### config.mk
export PLATFORM = sky130hd
export DESIGN_NAME = edu_mul
export DESIGN_NICKNAME = d
export VERILOG_FILES = /design/src/rtl/core/edu_pkg.sv /design/src/rtl/core/edu_mul.sv
export SDC_FILE = /design/constraint.sdc
export NUM_CORES = 2
export LEC_CHECK = 0
export BUFFER_PORTS_ARGS = -buffer_cell sky130_fd_sc_hd__buf_2
export CORE_ASPECT_RATIO = 0.6
export CORE_MARGIN = 2
export CORE_UTILIZATION = 65
export CTS_CLUSTER_DIAMETER = 80
export DETAILED_ROUTE_END_ITERATION = 8
export PLACE_DENSITY = 0.83
export REMOVE_ABC_BUFFERS = 1
export SKIP_CTS_REPAIR_TIMING = 1
export SLEW_MARGIN = 5
export SYNTH_ARGS = -nofsm -noshare
export SYNTH_HDL_FRONTEND = slang
export SYNTH_SLANG_ARGS = --single-unit
### constraint.sdc
create_clock -name clk -period 23.5 [get_ports clk]
set_input_delay 2.35 -clock clk [delete_from_list [all_inputs] [get_ports clk]]
set_output_delay 2.35 -clock clk [all_outputs]
set_load 0.05 [all_outputs]
### src/rtl/core/edu_pkg.sv
// ----------------------------------------------------------------------------
// edu_pkg
// Shared widths, constants, codes and helpers of the Euler cell update block.
// ----------------------------------------------------------------------------
package edu_pkg;

  localparam int MAX_CELLS = 4096;
  localparam int CNT_W     = $clog2(MAX_CELLS);
  localparam int IDX_W     = 12;
  localparam int DATA_W    = 32;
  localparam int COEF_W    = 31;
  localparam int MUL_W     = 33;
  localparam int PROD_W    = 2 * MUL_W;
  localparam int ACC_W     = 44;
  localparam int DIVD_W    = 63;
  localparam int DIVS_W    = 33;
  localparam int DCNT_W    = $clog2(DIVD_W);
  localparam int ADDR_W    = 5;

  localparam logic [2:0] REG_GAMMA_M1 = 3'd0;
  localparam logic [2:0] REG_DT_DX    = 3'd1;
  localparam logic [2:0] REG_COEFF2   = 3'd2;
  localparam logic [2:0] REG_COEFF4   = 3'd3;
  localparam logic [2:0] REG_LEFT_E   = 3'd4;
  localparam logic [2:0] REG_RIGHT_E  = 3'd5;

  localparam logic [COEF_W-1:0] GAMMA_M1_RST = 31'd6710886;
  localparam logic [COEF_W-1:0] LEFT_E_RST   = 31'd46661632;
  localparam logic [COEF_W-1:0] RIGHT_E_RST  = 31'd4194304;

  localparam logic signed [DATA_W-1:0] LEFT_MASS  = 32'sd16777216;
  localparam logic signed [DATA_W-1:0] LEFT_MOM   = 32'sd12582912;
  localparam logic signed [DATA_W-1:0] RIGHT_MASS = 32'sd2097152;
  localparam logic signed [DATA_W-1:0] MASS_FLOOR = 32'sd17;
  localparam logic [33:0]              KE_CAP     = 34'h2_0000_0000;

  typedef enum logic [2:0] {
    OP_FT,
    OP_V2,
    OP_V4,
    OP_SQ,
    OP_PRESS
  } op_t;

  typedef enum logic [2:0] {
    S_IDLE,
    S_EMIT,
    S_MUL,
    S_MWAIT,
    S_DIV,
    S_OUT,
    S_PRESS,
    S_SHIFT
  } state_t;

  function automatic logic signed [DATA_W-1:0] sat32(input logic signed [47:0] v);
    if (v > 48'sd2147483647) begin
      return 32'sh7fffffff;
    end else if (v < -48'sd2147483648) begin
      return 32'sh80000000;
    end else begin
      return v[DATA_W-1:0];
    end
  endfunction

  function automatic logic [DATA_W-1:0] mag32(input logic signed [DATA_W-1:0] v);
    return v[DATA_W-1] ? (~v + 32'd1) : v;
  endfunction

endpackage

### src/rtl/core/edu_mul.sv
// ----------------------------------------------------------------------------
// edu_mul
// Shared signed multiplier with registered operands and registered product.
// ----------------------------------------------------------------------------
module edu_mul (
  input  logic                                clk,
  input  logic                                rst,
  input  logic                                start,
  input  logic signed [edu_pkg::MUL_W-1:0]    a,
  input  logic signed [edu_pkg::MUL_W-1:0]    b,
  output logic                                done,
  output logic signed [edu_pkg::PROD_W-1:0]   p
);

  logic signed [edu_pkg::MUL_W-1:0] a_q;
  logic signed [edu_pkg::MUL_W-1:0] b_q;
  logic                             v1;

  always_ff @(posedge clk) begin
    if (rst) begin
      v1   <= 1'b0;
      done <= 1'b0;
    end else begin
      v1   <= start;
      done <= v1;
    end
    if (start) begin
      a_q <= a;
      b_q <= b;
    end
    p <= a_q * b_q;
  end

endmodule

==> impl_metrics.ini <==
[grt]
grt_pass1_wl_um = 191100
antenna_found_initial = 2
grt_max_degree = 68
grt.total_usage_pct = 38.22
grt_overflow = 0
grt_pass1_vias = 32550

[place]
dp_hpwl_um = 93550
globalplace.congestion = 0.9813
port_buffers = 135
preCtsSetupSlack_ns = 14.63
dp_cells = 5173
placed_area_sq_um = 43670

[cells_and_area]
stdcell_count = 5205
final_area_sq_um = 44260
num_antenna_cells = 0
drive_above_1_share_pct = 5.696
area_growth_pct = 4.709
finalNetCount = 5772

[hold_path]
min_path_type = reg -> reg

[logic_synthesis]
post-synth-top-area-fraction_pct = 54.23
yosysMostFrequentCell = fa_1
yosys_warnings = 0
async_flop_share_pct = 0
synth_seq_cells = 134
synth_top_area_cell = fa_1
yosys-top-cells-area = fa_1, inv_1, and2_1
synth_enable_flop_cells = 66
syn-instance-count = 4340
ys_types = 67
ys.flop_type = dfxtp_1
ys_seq_area_share_pct = 7.909
syn_area_per_cell_sq_um = 9.739
synth_area_sq_um = 42270
yosys-top-cells-count = fa_1, inv_1, and2_1, nand2_1, ha_1

[sta]
relSlewSlack_pct = 16.85
max_freq_ghz = 0.1112
worst_pin_slew_ns = 1.247
slew_violations = 0
clock_skew_ns = 0.03446
finalHoldViolations = 0
setup_viol = 0
fin_ws_ns = 14.51
fin_crit_ns = 8.994
setup-tns-final_ns = 0
rsz0062_at_grt = no
post-route-period-util_pct = 38.27

[floorplan]
fp-row-count = 72
dieHeight_um = 201.5
start_util_pct = 65.62
dieWidth_um = 333.2
core_sq_um = 64410
pin_count = 136
die_area_sq_um = 67150

[worst_setup_path]
cp.required_ns = 23.88
worst_setup_path_end_kind = register
cp-start-kind = register
worstPathMaxFanout = 33
worstPathArrival_ns = 9.37
critPathKind = reg -> reg

[drt]
ant_nets = 0
first_pass_iters = 7
via_per_inst = 5.756
drt_iter0_drc = 3432
routedWlPerCell_um = 22.91
wl_um = 119200
drc = 0
vias = 29960

[clock_tree]
clkSinkCount = 134
clockBufferDepth = 2
cts_tree = done
htreeDepth = 4
cts-buffers-inserted = 17
clk_latency_ns = 0.50
root_buffer = clkbuf_16
clkSlewWorstSetupHoldPaths_ns = 0.08

[flow_run]
cap_violations = 0

[run_status]
status = finished clean
## layout make-up
type,count,area (sq um)
multi-input cells,2864,33880
fillers,4641,20150
inverters,1125,4223
flip-flops and latches,134,3343
repair buffers,199,1159
well taps,851,1065
clock buffers,19,464.2
clock inverters,13,126.4
## per-stage QoR
stage	utilization, %	hold WS (ns)
2_1_floorplan	-	0.4138
3_3_place_gp	67.80	0.4235
3_5_place_dp	67.80	0.4288
4_1_cts	68.71	0.4443
5_1_grt	68.71	0.4724
6_report	68.71	0.4408
## routing by layer
layer | track usage, % | vias up | part of all wire, %
li1 | - | 12380 | -
met1 | 55.24 | 15020 | 39
met2 | 47.09 | 2378 | 37
met3 | 26.41 | 172 | 22
met4 | 5.543 | 6 | 1.3
met5 | 4.610 | - | 0.24
## critical path: stages (launching register included)
cell	delay [ns]
edfxtp_1	1.09
nand2_1	0.21
inv_1	0.19
fa_1	0.50
fa_1	0.63
fa_1	0.65
fa_1	1.25
fa_1	0.58
fa_1	0.50
fa_1	0.50
inv_1	0.06
fa_1	0.50
inv_1	0.05
ha_1	0.35
a21oi_1	0.22
nand2_1	0.09
or2_2	0.30
o2111ai_1	0.18
o211ai_1	0.16
a31o_4	0.26
a21oi_4	0.20
nor4_1	0.08
a311o_1	0.33
## sequential cells by signal (all words and copies together), names as in the netlist
| name | cells |
|---|---|
| a_q | 33 |
| b_q | 33 |
| done | 1 |
| p | 66 |
| v1 | 1 |
## placed cells by master (no fill, tap or decap), types with 12 or more instances in the layout
cell type,instances
a21o_1,44
a21oi_1,55
and2_1,558
buf_2,134
buf_4,65
clkbuf_16,18
dfxtp_1,68
edfxtp_1,66
fa_1,1145
ha_1,217
inv_1,1125
nand2_1,536
nand3_1,13
nand4_1,13
nor2_1,52
nor3_1,12
o21ai_0,24
xnor2_1,48
xor2_1,26
## cell families (layout without fill, tap and decap cells)
| group | Yosys count | count (layout) | share of synthesized area, % |
|---|---|---|---|
| XOR/XNOR | 74 | 74 | 1.533 |
| AND/OR/NAND/NOR | 1219 | 1219 | 14.51 |
| AO/OA/AOI/OAI | 207 | 207 | 3.407 |
| flip-flops | 134 | 134 | 7.909 |
| adder cells (fa/ha/maj) | 1362 | 1362 | 60.65 |
| multiplexers | 2 | 2 | 0.04736 |
| buffers and inverters | 1342 | 1356 | 11.94 |
## worst paths after layout
kind | startpoint | end | slack [ns] | cells past startpoint
max | a_q[32] | p[58] | 14.51 | 22
min | v1 | done | 0.44 | 1
max reg2reg | a_q[32] | p[58] | 14.51 | 22
min reg2reg | v1 | done | 0.44 | 1
Power is not shown: default switching activity piles up to over one toggle a cycle in this logic, so the estimate is an artifact.
