--- src/rtl/core/edu_pkg.sv ---
// ----------------------------------------------------------------------------
// edu_pkg
// Shared widths, constants, codes and helpers of the Euler cell update block.
// ----------------------------------------------------------------------------
package edu_pkg;

  localparam int MAX_CELLS = 4096;
  localparam int CNT_W     = $clog2(MAX_CELLS);
  localparam int IDX_W     = 12;
  localparam int DATA_W    = 32;
  localparam int COEF_W    = 31;
  localparam int MUL_W     = 33;
  localparam int PROD_W    = 2 * MUL_W;
  localparam int ACC_W     = 44;
  localparam int DIVD_W    = 63;
  localparam int DIVS_W    = 33;
  localparam int DCNT_W    = $clog2(DIVD_W);
  localparam int ADDR_W    = 5;

  localparam logic [2:0] REG_GAMMA_M1 = 3'd0;
  localparam logic [2:0] REG_DT_DX    = 3'd1;
  localparam logic [2:0] REG_COEFF2   = 3'd2;
  localparam logic [2:0] REG_COEFF4   = 3'd3;
  localparam logic [2:0] REG_LEFT_E   = 3'd4;
  localparam logic [2:0] REG_RIGHT_E  = 3'd5;

  localparam logic [COEF_W-1:0] GAMMA_M1_RST = 31'd6710886;
  localparam logic [COEF_W-1:0] LEFT_E_RST   = 31'd46661632;
  localparam logic [COEF_W-1:0] RIGHT_E_RST  = 31'd4194304;

  localparam logic signed [DATA_W-1:0] LEFT_MASS  = 32'sd16777216;
  localparam logic signed [DATA_W-1:0] LEFT_MOM   = 32'sd12582912;
  localparam logic signed [DATA_W-1:0] RIGHT_MASS = 32'sd2097152;
  localparam logic signed [DATA_W-1:0] MASS_FLOOR = 32'sd17;
  localparam logic [33:0]              KE_CAP     = 34'h2_0000_0000;

  typedef enum logic [2:0] {
    OP_FT,
    OP_V2,
    OP_V4,
    OP_SQ,
    OP_PRESS
  } op_t;

  typedef enum logic [2:0] {
    S_IDLE,
    S_EMIT,
    S_MUL,
    S_MWAIT,
    S_DIV,
    S_OUT,
    S_PRESS,
    S_SHIFT
  } state_t;

  function automatic logic signed [DATA_W-1:0] sat32(input logic signed [47:0] v);
    if (v > 48'sd2147483647) begin
      return 32'sh7fffffff;
    end else if (v < -48'sd2147483648) begin
      return 32'sh80000000;
    end else begin
      return v[DATA_W-1:0];
    end
  endfunction

  function automatic logic [DATA_W-1:0] mag32(input logic signed [DATA_W-1:0] v);
    return v[DATA_W-1] ? (~v + 32'd1) : v;
  endfunction

endpackage

--- src/rtl/core/edu_div.sv ---
// ----------------------------------------------------------------------------
// edu_div
// Restoring unsigned divider, one quotient bit per cycle.
// ----------------------------------------------------------------------------
module edu_div (
  input  logic                              clk,
  input  logic                              rst,
  input  logic                              start,
  input  logic [edu_pkg::DIVD_W-1:0]        dividend,
  input  logic [edu_pkg::DIVS_W-1:0]        divisor,
  output logic                              done,
  output logic [edu_pkg::DIVD_W-1:0]        quotient
);

  logic                              busy;
  logic [edu_pkg::DCNT_W-1:0]        cnt;
  logic [edu_pkg::DIVS_W-1:0]        rem;
  logic [edu_pkg::DIVS_W-1:0]        dvs;
  logic [edu_pkg::DIVS_W:0]          rem_sh;
  logic                              fits;

  assign rem_sh = {rem, quotient[edu_pkg::DIVD_W-1]};
  assign fits   = rem_sh >= {1'b0, dvs};

  always_ff @(posedge clk) begin
    if (rst) begin
      busy <= 1'b0;
      done <= 1'b0;
    end else begin
      done <= 1'b0;
      if (start) begin
        busy <= 1'b1;
      end else if (busy && cnt == '0) begin
        busy <= 1'b0;
        done <= 1'b1;
      end
    end
    if (start) begin
      quotient <= dividend;
      rem      <= '0;
      dvs      <= divisor;
      cnt      <= edu_pkg::DCNT_W'(edu_pkg::DIVD_W - 1);
    end else if (busy) begin
      rem      <= fits ? edu_pkg::DIVS_W'(rem_sh - {1'b0, dvs})
                       : rem_sh[edu_pkg::DIVS_W-1:0];
      quotient <= {quotient[edu_pkg::DIVD_W-2:0], fits};
      cnt      <= cnt - 1'b1;
    end
  end

endmodule

--- config.mk ---
export PLATFORM = sky130hd
export DESIGN_NAME = edu_div
export DESIGN_NICKNAME = d
export VERILOG_FILES = /design/src/rtl/core/edu_pkg.sv /design/src/rtl/core/edu_div.sv
export SDC_FILE = /design/constraint.sdc
export NUM_CORES = 1
export LEC_CHECK = 0
export ABC_AREA = 1
export ABC_CLOCK_PERIOD_IN_PS = 2900
export BUFFER_PORTS_ARGS = -buffer_cell sky130_fd_sc_hd__buf_2
export CAP_MARGIN = 20
export CORE_MARGIN = 1
export CORE_UTILIZATION = 40
export DETAILED_ROUTE_END_ITERATION = 10
export GPL_TIMING_DRIVEN = 1
export PLACE_DENSITY = 0.69
export RECOVER_POWER = 25
export SLEW_MARGIN = 10
export SYNTH_ARGS = -nofsm -noshare
export SYNTH_HDL_FRONTEND = slang
export SYNTH_SLANG_ARGS = --single-unit
--- constraint.sdc ---
create_clock -name clk -period 2.9 [get_ports clk]
set_input_delay 0.58 -clock clk [delete_from_list [all_inputs] [get_ports clk]]
set_output_delay 0.58 -clock clk [all_outputs]
set_load 0.01 [all_outputs]
==> results of run 1 <==
## layout make-up
type / count / area (um^2)
diodes: 1 / 2.50
multi-input cells: 802 / 4060
repair buffers: 170 / 876
flip-flops and latches: 137 / 3700
clock buffers: 17 / 425
inverters: 168 / 631
clock inverters: 15 / 179
well taps: 275 / 344
fillers: 2100 / 10900
## sequential cells by signal (all words and copies together), names as in the netlist
signal and cells:
dvs 33, rem 33, quotient 63, done 1, cnt 6, busy 1
## cell families (layout without fill, tap and decap cells)
kind of cell	Yosys count	count (layout)	share of synthesized area (%)
simple gates	726	726	38.9
buf+inv	200	370	9.81
flops	137	137	43.0
fa+ha+maj	35	35	5.17
compound gates	26	26	1.58
xor+xnor	15	15	1.53
other cells	0	1	0
## layer usage
| metal | GRT usage, % | vias up | wire length (um) |
|---|---|---|---|
| met3 | 5.09 | 30 | 1340 |
| met4 | 6.34 | 6 | 323 |
| met5 | 0 | - | 34 |
| met1 | 24.9 | 3294 | 9520 |
| met2 | 33.6 | 215 | 9930 |
| li1 | - | 3848 | - |
## cells in the mapped netlist
cell | count | area (um^2)
a21oi_1 | 21 | 105
a22oi_1 | 1 | 7.51
a31oi_1 | 1 | 6.26
and2_1 | 5 | 31.3
buf_1 | 3 | 11.3
buf_12 | 3 | 60.1
buf_2 | 3 | 15.0
buf_4 | 3 | 22.5
buf_6 | 4 | 45.0
clkbuf_1 | 16 | 60.1
clkinv_1 | 1 | 3.75
dfxtp_1 | 41 | 821
edfxtp_1 | 96 | 2880
fa_1 | 1 | 20.0
ha_1 | 34 | 425
inv_1 | 160 | 601
inv_2 | 7 | 26.3
nand2_1 | 505 | 1900
nand2_2 | 40 | 250
nand2_4 | 3 | 33.8
nand2_8 | 2 | 40.0
nand3_1 | 37 | 185
nand3_2 | 19 | 190
nand3b_1 | 44 | 330
nand3b_4 | 1 | 20.0
nand4_1 | 5 | 31.3
nor2_1 | 46 | 173
nor2_2 | 3 | 18.8
nor2_4 | 5 | 56.3
nor2_8 | 1 | 20.0
nor3_1 | 6 | 30.0
nor3_2 | 1 | 10.0
nor3_4 | 1 | 16.3
nor4_1 | 1 | 6.26
o21ai_0 | 2 | 10.0
o21bai_1 | 1 | 7.51
or2_4 | 1 | 8.76
xnor2_1 | 14 | 123
xor2_1 | 1 | 8.76
## power groups by stage
stage | sequential (W) | clock, W | combinational (W)
3_3_place_gp | 0.00237 | 0 | 0.000650
5_1_grt | 0.00234 | 0.00237 | 0.000726
3_5_place_dp | 0.00237 | 0 | 0.000655
6_report | 0.00233 | 0.00226 | 0.000647
4_1_cts | 0.00233 | 0.00230 | 0.000656
2_1_floorplan | 0.00240 | 0 | 0.000344
## worst min-delay path by stage
stage,slack (ns),end
after floorplan,0.43,rem[32]
after global placement,0.44,rem[32]
after detailed placement,0.46,rem[32]
after CTS,0.29,busy
after global routing,0.31,busy
final,0.31,busy
## per-stage QoR
| step | power, W | setup slack (ns) |
|---|---|---|
| 3_5_place_dp | 0.00302 | 0.373 |
| 3_3_place_gp | 0.00302 | 0.486 |
| 6_report | 0.00523 | 0.343 |
| 4_1_cts | 0.00529 | 0.341 |
| 2_1_floorplan | 0.00274 | 0.142 |
| 5_1_grt | 0.00544 | 0.107 |
## critical path, cell delays in order (launching register included)
cell	delay [ns]
edfxtp_1	0.38
inv_1	0.09
ha_1	0.14
inv_1	0.08
fa_1	0.42
nand2_1	0.10
nand2_2	0.08
nand3b_4	0.09
nand2_4	0.06
nand2_2	0.05
nand2_2	0.07
nand2_2	0.10
nand2_4	0.07
nand2_8	0.18
nand2_8	0.25
nand2_1	0.16
nand3_1	0.07
nand2_1	0.07
==> summary.md, run 1 <==
| Metric | Value |
|---|---|
| Crit path from | quotient[62] |
| Register share of total power | 44.5% |
| Vias in the first global route | ~7000 |
| Post-route ant nets | 0 |
| Detailed-route DRC error count | 0 |
| Crit Path Max Fanout | 33 |
| FF-to-FF setup slack | 0.34 ns |
| Port bufs | roughly 160 |
| # H-tree levels | 4 |
| Setup TNS Final | 0 ns |
| Share of cells above drive strength 1 | 21.8% |
| Initial drt markers | about 350 |
| Depth of the worst register-to-register path | 17 |
| Slew Limit Headroom | -22.7% |
| Sw Share | 28.5% |
| Psw | roughly 0.0015 W |
| Nets | 1430 |
| Post-Synthesis Cells | 1139 |
| Maximum vdd ir drop | 0.398 mV |
| First-pass GRT wire length | around 35000 um |
| Cell Area, Synth | between 0.008 and 0.009 mm^2 |
| Crit path launch type | register |
| CTS Hold Bufs | 0 |
| Placed inst area | ~0.0096 mm^2 |
| Most common cell after layout, fill and taps aside | nand2_1 |
| Reg-to-Reg Start | quotient[62] |
| Core Area | 0.0211 mm^2 |
| Clock sinks | about 140 |
| Period utilisation layout | 88.2% |
| Minimum clock period | between 2 and 3 ns |
| Peak Freq | ~0.39 GHz |
| RR Endpoint | rem[17] |
| FP Rows | 53 |
| Gr usage total | approximately 20% |
| Hold path depth | 2 |
| Final Cell Area | approximately 0.010 mm^2 |
| Largest net degree at the start of global routing | 60 |
| Hold crit path type | in -> reg |
| Syn_area_per_cell | ~7.6 um^2 |
| Crit path capture | rem[17] |
| Placed Instances | roughly 1600 |
| Die Wd | between 100 and 150 um |
| Die area | 0.0221 mm^2 |
| Clk_lat worst skew | around 0.43 ns |
| TritonCTS clock tree | built |
| Most frequent cells in the layout | nand2_1, buf_2, inv_1 |
| Max Slew Vio Count | 43 |
| Gpl congestion | around 0.90 |
| Post_cts resized | 0 |
| WL final | between 20000 and 25000 um |
| Fin. Hold Viols | 0 |
| Clock share of power | a little over two fifths |
| Unrepaired setup endpoints after global routing | no |
| Wire per inst | between 10 and 15 um |
| Chip Height | 149 um |
| CP Class | reg -> reg |
| Critical Path End Type | register |
| Syn nets | about 1300 |
| Synth Register Bits | 137 |
| Initial DRT Pass Iterations | 5 |
| Power share of the combinational group | between 10 and 15% |
| Int Power | roughly 0.0037 W |
| Reg clk slew, reported paths | roughly 0.07 ns |
| Status | finished, violations left |
| Leak | about 5.4 nW |
| Max-Cap Viols | 1 |
| Final clock skew | about 0.011 ns |
| Pwr per Cell Area | between 500 and 600 mW/mm^2 |
| Post-CTS Setup Bufs | 0 |
| Initial antenna violation count | 4 |
| Setup violators final | 0 |
| Vias | between 7000 and 8000 |
| CTS Root Cell | clkbuf_16 |
| Initial Utilization | about two fifths |
| Worst EP arrival | 2.93 ns |
| CP required | 3.27 ns |
| Final HPWL DP | around 16000 um |
| Num CTS Buffers | 17 |
| Final Util | around half |
| Synth Warn # | 0 |
| Sequential share of the synthesized area | 43.0% |
| Clock tree buffer depth | 2 |
| Layout area overhead | 18.8% |
| Yosys cell types | 39 |
| HP Start | rst |
| Worst Hold Slack | around 0.31 ns |
| Grt total ovfl | 0 |
| Via-to-Cell Ratio | 4.66 |
| I/O pin count | between 150 and 200 |
| Failing checks | max-capacitance violations, max-slew violations |
| Slew @ Worst Pin | 1.84 ns |
| Non-filler cells, final | about 1600 |
Power figures use the tool's default switching activity.
==> run 2: changes to the inputs <==
Settings changed: ABC_CLOCK_PERIOD_IN_PS 2900 to 2200.
Clock period 2.9 ns to 2.2 ns, I/O delays scaled along.
==> run 2 against run 1 <==
Against the previous run:
- the run ends with negative setup slack left
- worst setup slack got worse by 0.36 ns
- sequential cell count unchanged
- hold slack got worse by 0.13 ns
- wire length increased by 4.0%
- core utilization increased by 1.9 points
- cell count increased by 1.6%
- critical path type unchanged
- largest cell class unchanged
==> summary.md, run 2 (synthesized netlist as in run 1, its figures left out) <==
| Metric | Value |
|---|---|
| Power share of the combinational group | 13.1% (+0.7 points) |
| Die Wd | 149 um (unchanged) |
| Clk_lat worst skew | 0.43 ns (about the same) |
| CP Class | reg -> reg |
| Peak Freq | 0.451 GHz (+15%) |
| Share of cells above drive strength 1 | 24.4% (+2.6 points) |
| Int Power | 0.00493 W (+32%) |
| Clock tree buffer depth | 2 (unchanged) |
| Largest register by flop count | quotient |
| Wire per inst | 13.7 um (+2.3%) |
| # H-tree levels | 4 (unchanged) |
| Reg clk slew, reported paths | 0.07 ns (about the same) |
| Pwr per Cell Area | 645 mW/mm^2 (+26%) |
| Maximum vdd ir drop | 0.492 mV (+24%) |
| Psw | 0.00193 W (+29%) |
| Largest regs | quotient (63), dvs (33), rem (33) |
| Register Area | 0.00370 mm^2 (unchanged) |
| Top Metal Used | met4 |
| Status | finished, violations left |
| Max Slew Vio Count | 0 (-100%) |
| Gpl congestion | 0.907 (+0.29%) |
| Fin. Hold Viols | 0 (unchanged) |
| Met3 wire len | 1450 um (+8.2%) |
| Crit Path Max Fanout | 6 (-82%) |
| I/O pin count | 163 (unchanged) |
| Nets | 1457 (+1.9%) |
| Largest net degree at the start of global routing | 53 (-12%) |
| Initial drt markers | 440 (+24%) |
| CTS Root Cell | clkbuf_16 |
| WL final | 22000 um (+4.0%) |
| Initial DRT Pass Iterations | 5 (unchanged) |
| Clock sinks | 137 (unchanged) |
| Chip Height | 149 um (unchanged) |
| Grt total ovfl | 0 (unchanged) |
| CP required | 2.52 ns (-0.75 ns) |
| Register share of total power | 44.7% (+0.2 points) |
| FP Rows | 53 (unchanged) |
| Max FFs per register | 63 (unchanged) |
| Failing checks | negative setup slack |
| Period utilisation layout | 101% (+13 points) |
| Hold crit path type | in -> reg |
| Worst EP arrival | 2.53 ns (-0.40 ns) |
| Layout area overhead | 23.5% |
| Final Util | 50.4% (+1.9 points) |
| Fillers | 2070 (-1.4%) |
| Most common cell after layout, fill and taps aside | nand2_1 |
| Vias | 7508 (+1.6%) |
| Setup violators final | 9 (+9) |
| Leak | 5.58 nW (+3.3%) |
| Post-route ant nets | 0 (unchanged) |
| Final HPWL DP | 16100 um (+1.2%) |
| Sw Share | 28.1% (-0.45 points) |
| Port bufs | 162 (unchanged) |
| Crit path launch type | register |
| Clock share of power | 42.2% (-0.9 points) |
| Final clock skew | 0.0126 ns (+0.00158 ns) |
| Die area | 0.0221 mm^2 (unchanged) |
| N_diodes | 0 (-1) |
| Detailed-route DRC error count | 0 (unchanged) |
| Initial antenna violation count | 0 (-4) |
| Metal2 WL | 10300 um (+3.4%) |
| Vias in the first global route | 7203 (+0.097%) |
| Via-to-Cell Ratio | 4.66 (about the same) |
| Critical Path End Type | register |
| Unrepaired setup endpoints after global routing | yes |
| Most frequent cells in the layout | nand2_1, buf_2, inv_1 |
| WL met1 | 10000 um (+5.5%) |
| Non-filler cells, final | 1611 (+1.6%) |
| Slew @ Worst Pin | 0.712 ns (-1.13 ns) |
| Initial Utilization | 40.8% (unchanged) |
| Num CTS Buffers | 17 (unchanged) |
| Worst setup margin | -0.0155 ns (-0.358 ns) |
| Core Area | 0.0211 mm^2 (unchanged) |
| Max-Cap Viols | 0 (-1) |
| Placed Instances | 1573 (+1.4%) |
| TritonCTS clock tree | built |
| Slew Limit Headroom | 52.6% (+75 points) |
| First-pass GRT wire length | 35600 um (+2.4%) |
| CTS Hold Bufs | 0 (unchanged) |
| Multi-input logic area | 0.00420 mm^2 (+3.3%) |
| Minimum clock period | 2.22 ns (-0.342 ns) |
| Gr usage total | 20.5% (+0.55 points) |
[run 2: cell types whose count changed in the layout (fill, tap and decap cells not counted), moves of 3 or more]
cell	change
buf_4	+17
ha_1	-4
ha_4	+4
buf_12	+3
buf_6	+3
inv_1	-3
nand2_8	+3
nor2_1	-3
[run 2: timing repair]
item / 4_1_cts / 5_1_grt
gates cloned: 1 / 3
gates resized for setup: 3 / 23
setup buffers: 0 / 2
pin swaps: 0 / 5
hold endpoints to repair: 0 / 0
endpoints found under the setup margin: 33 / 34
[run 2: per-stage QoR]
stage	hold WS, ns	total power (W)	worst slack [ns]	instance area (um^2)	setup TNS (ns)
6_report	0.183	0.00686	-0.0155	10600	-0.0514
3_5_place_dp	0.441	0.00401	-0.0304	9810	-0.308
4_1_cts	0.170	0.00690	-0.0290	10400	-0.405
2_1_floorplan	0.426	0.00362	-0.00323	8650	-0.203
5_1_grt	0.164	0.00715	-0.153	10600	-4.17
3_3_place_gp	0.441	0.00400	0.00907	9810	0
[run 2: worst max-delay path, cell delays in order, from the launching register on]
cell and delay [ns]:
edfxtp_1 0.40, inv_2 0.10, ha_4 0.13, inv_2 0.04
fa_2 0.34, nand2_2 0.08, nand2_2 0.08, nand3b_4 0.09
nand2_4 0.06, nand2_2 0.06, nand2_2 0.07, nand2_4 0.09
nand2_8 0.08, nand2_8 0.12, buf_8 0.13, nand3b_1 0.10
nand3_2 0.09, nand2_1 0.05
[run 2: metal layers]
| layer | up-vias | track usage, % |
|---|---|---|
| met3 | 18 | 5.55 |
| met5 | - | 0 |
| met2 | 243 | 33.9 |
| met1 | 3342 | 26.5 |
| li1 | 3905 | - |
| met4 | 0 | 5.21 |
[run 2: final timing paths]
kind / from / end / slack, ns / cells past startpoint
setup reg to reg: quotient[62] / rem[5] / -0.02 / 17
hold reg to reg: rem[32] / rem[32] / 0.45 / 2
hold / removal: divisor[32] / dvs[32] / 0.18 / 1
setup / recovery: quotient[62] / rem[5] / -0.02 / 17
[run 2: final cells by class]
type                            count  share of cell area (%)
Multi-Input combinational cell    804                    39.5
Sequential cell                   137                    34.8
Timing Repair Buffer              195                    11.0
Inverter                          168                    5.97
Clock buffer                       17                    4.00
Tap cell                          275                    3.24
Clock inverter                     15                    1.46
[run 2: power by group through the flow]
stage          Clock [W]  Sequential, W  Combinational [W]
4_1_cts          0.00294        0.00307           0.000888
3_5_place_dp           0        0.00312           0.000889
5_1_grt          0.00306        0.00309            0.00100
6_report         0.00289        0.00307           0.000897
3_3_place_gp           0        0.00312           0.000878
2_1_floorplan          0        0.00316           0.000461
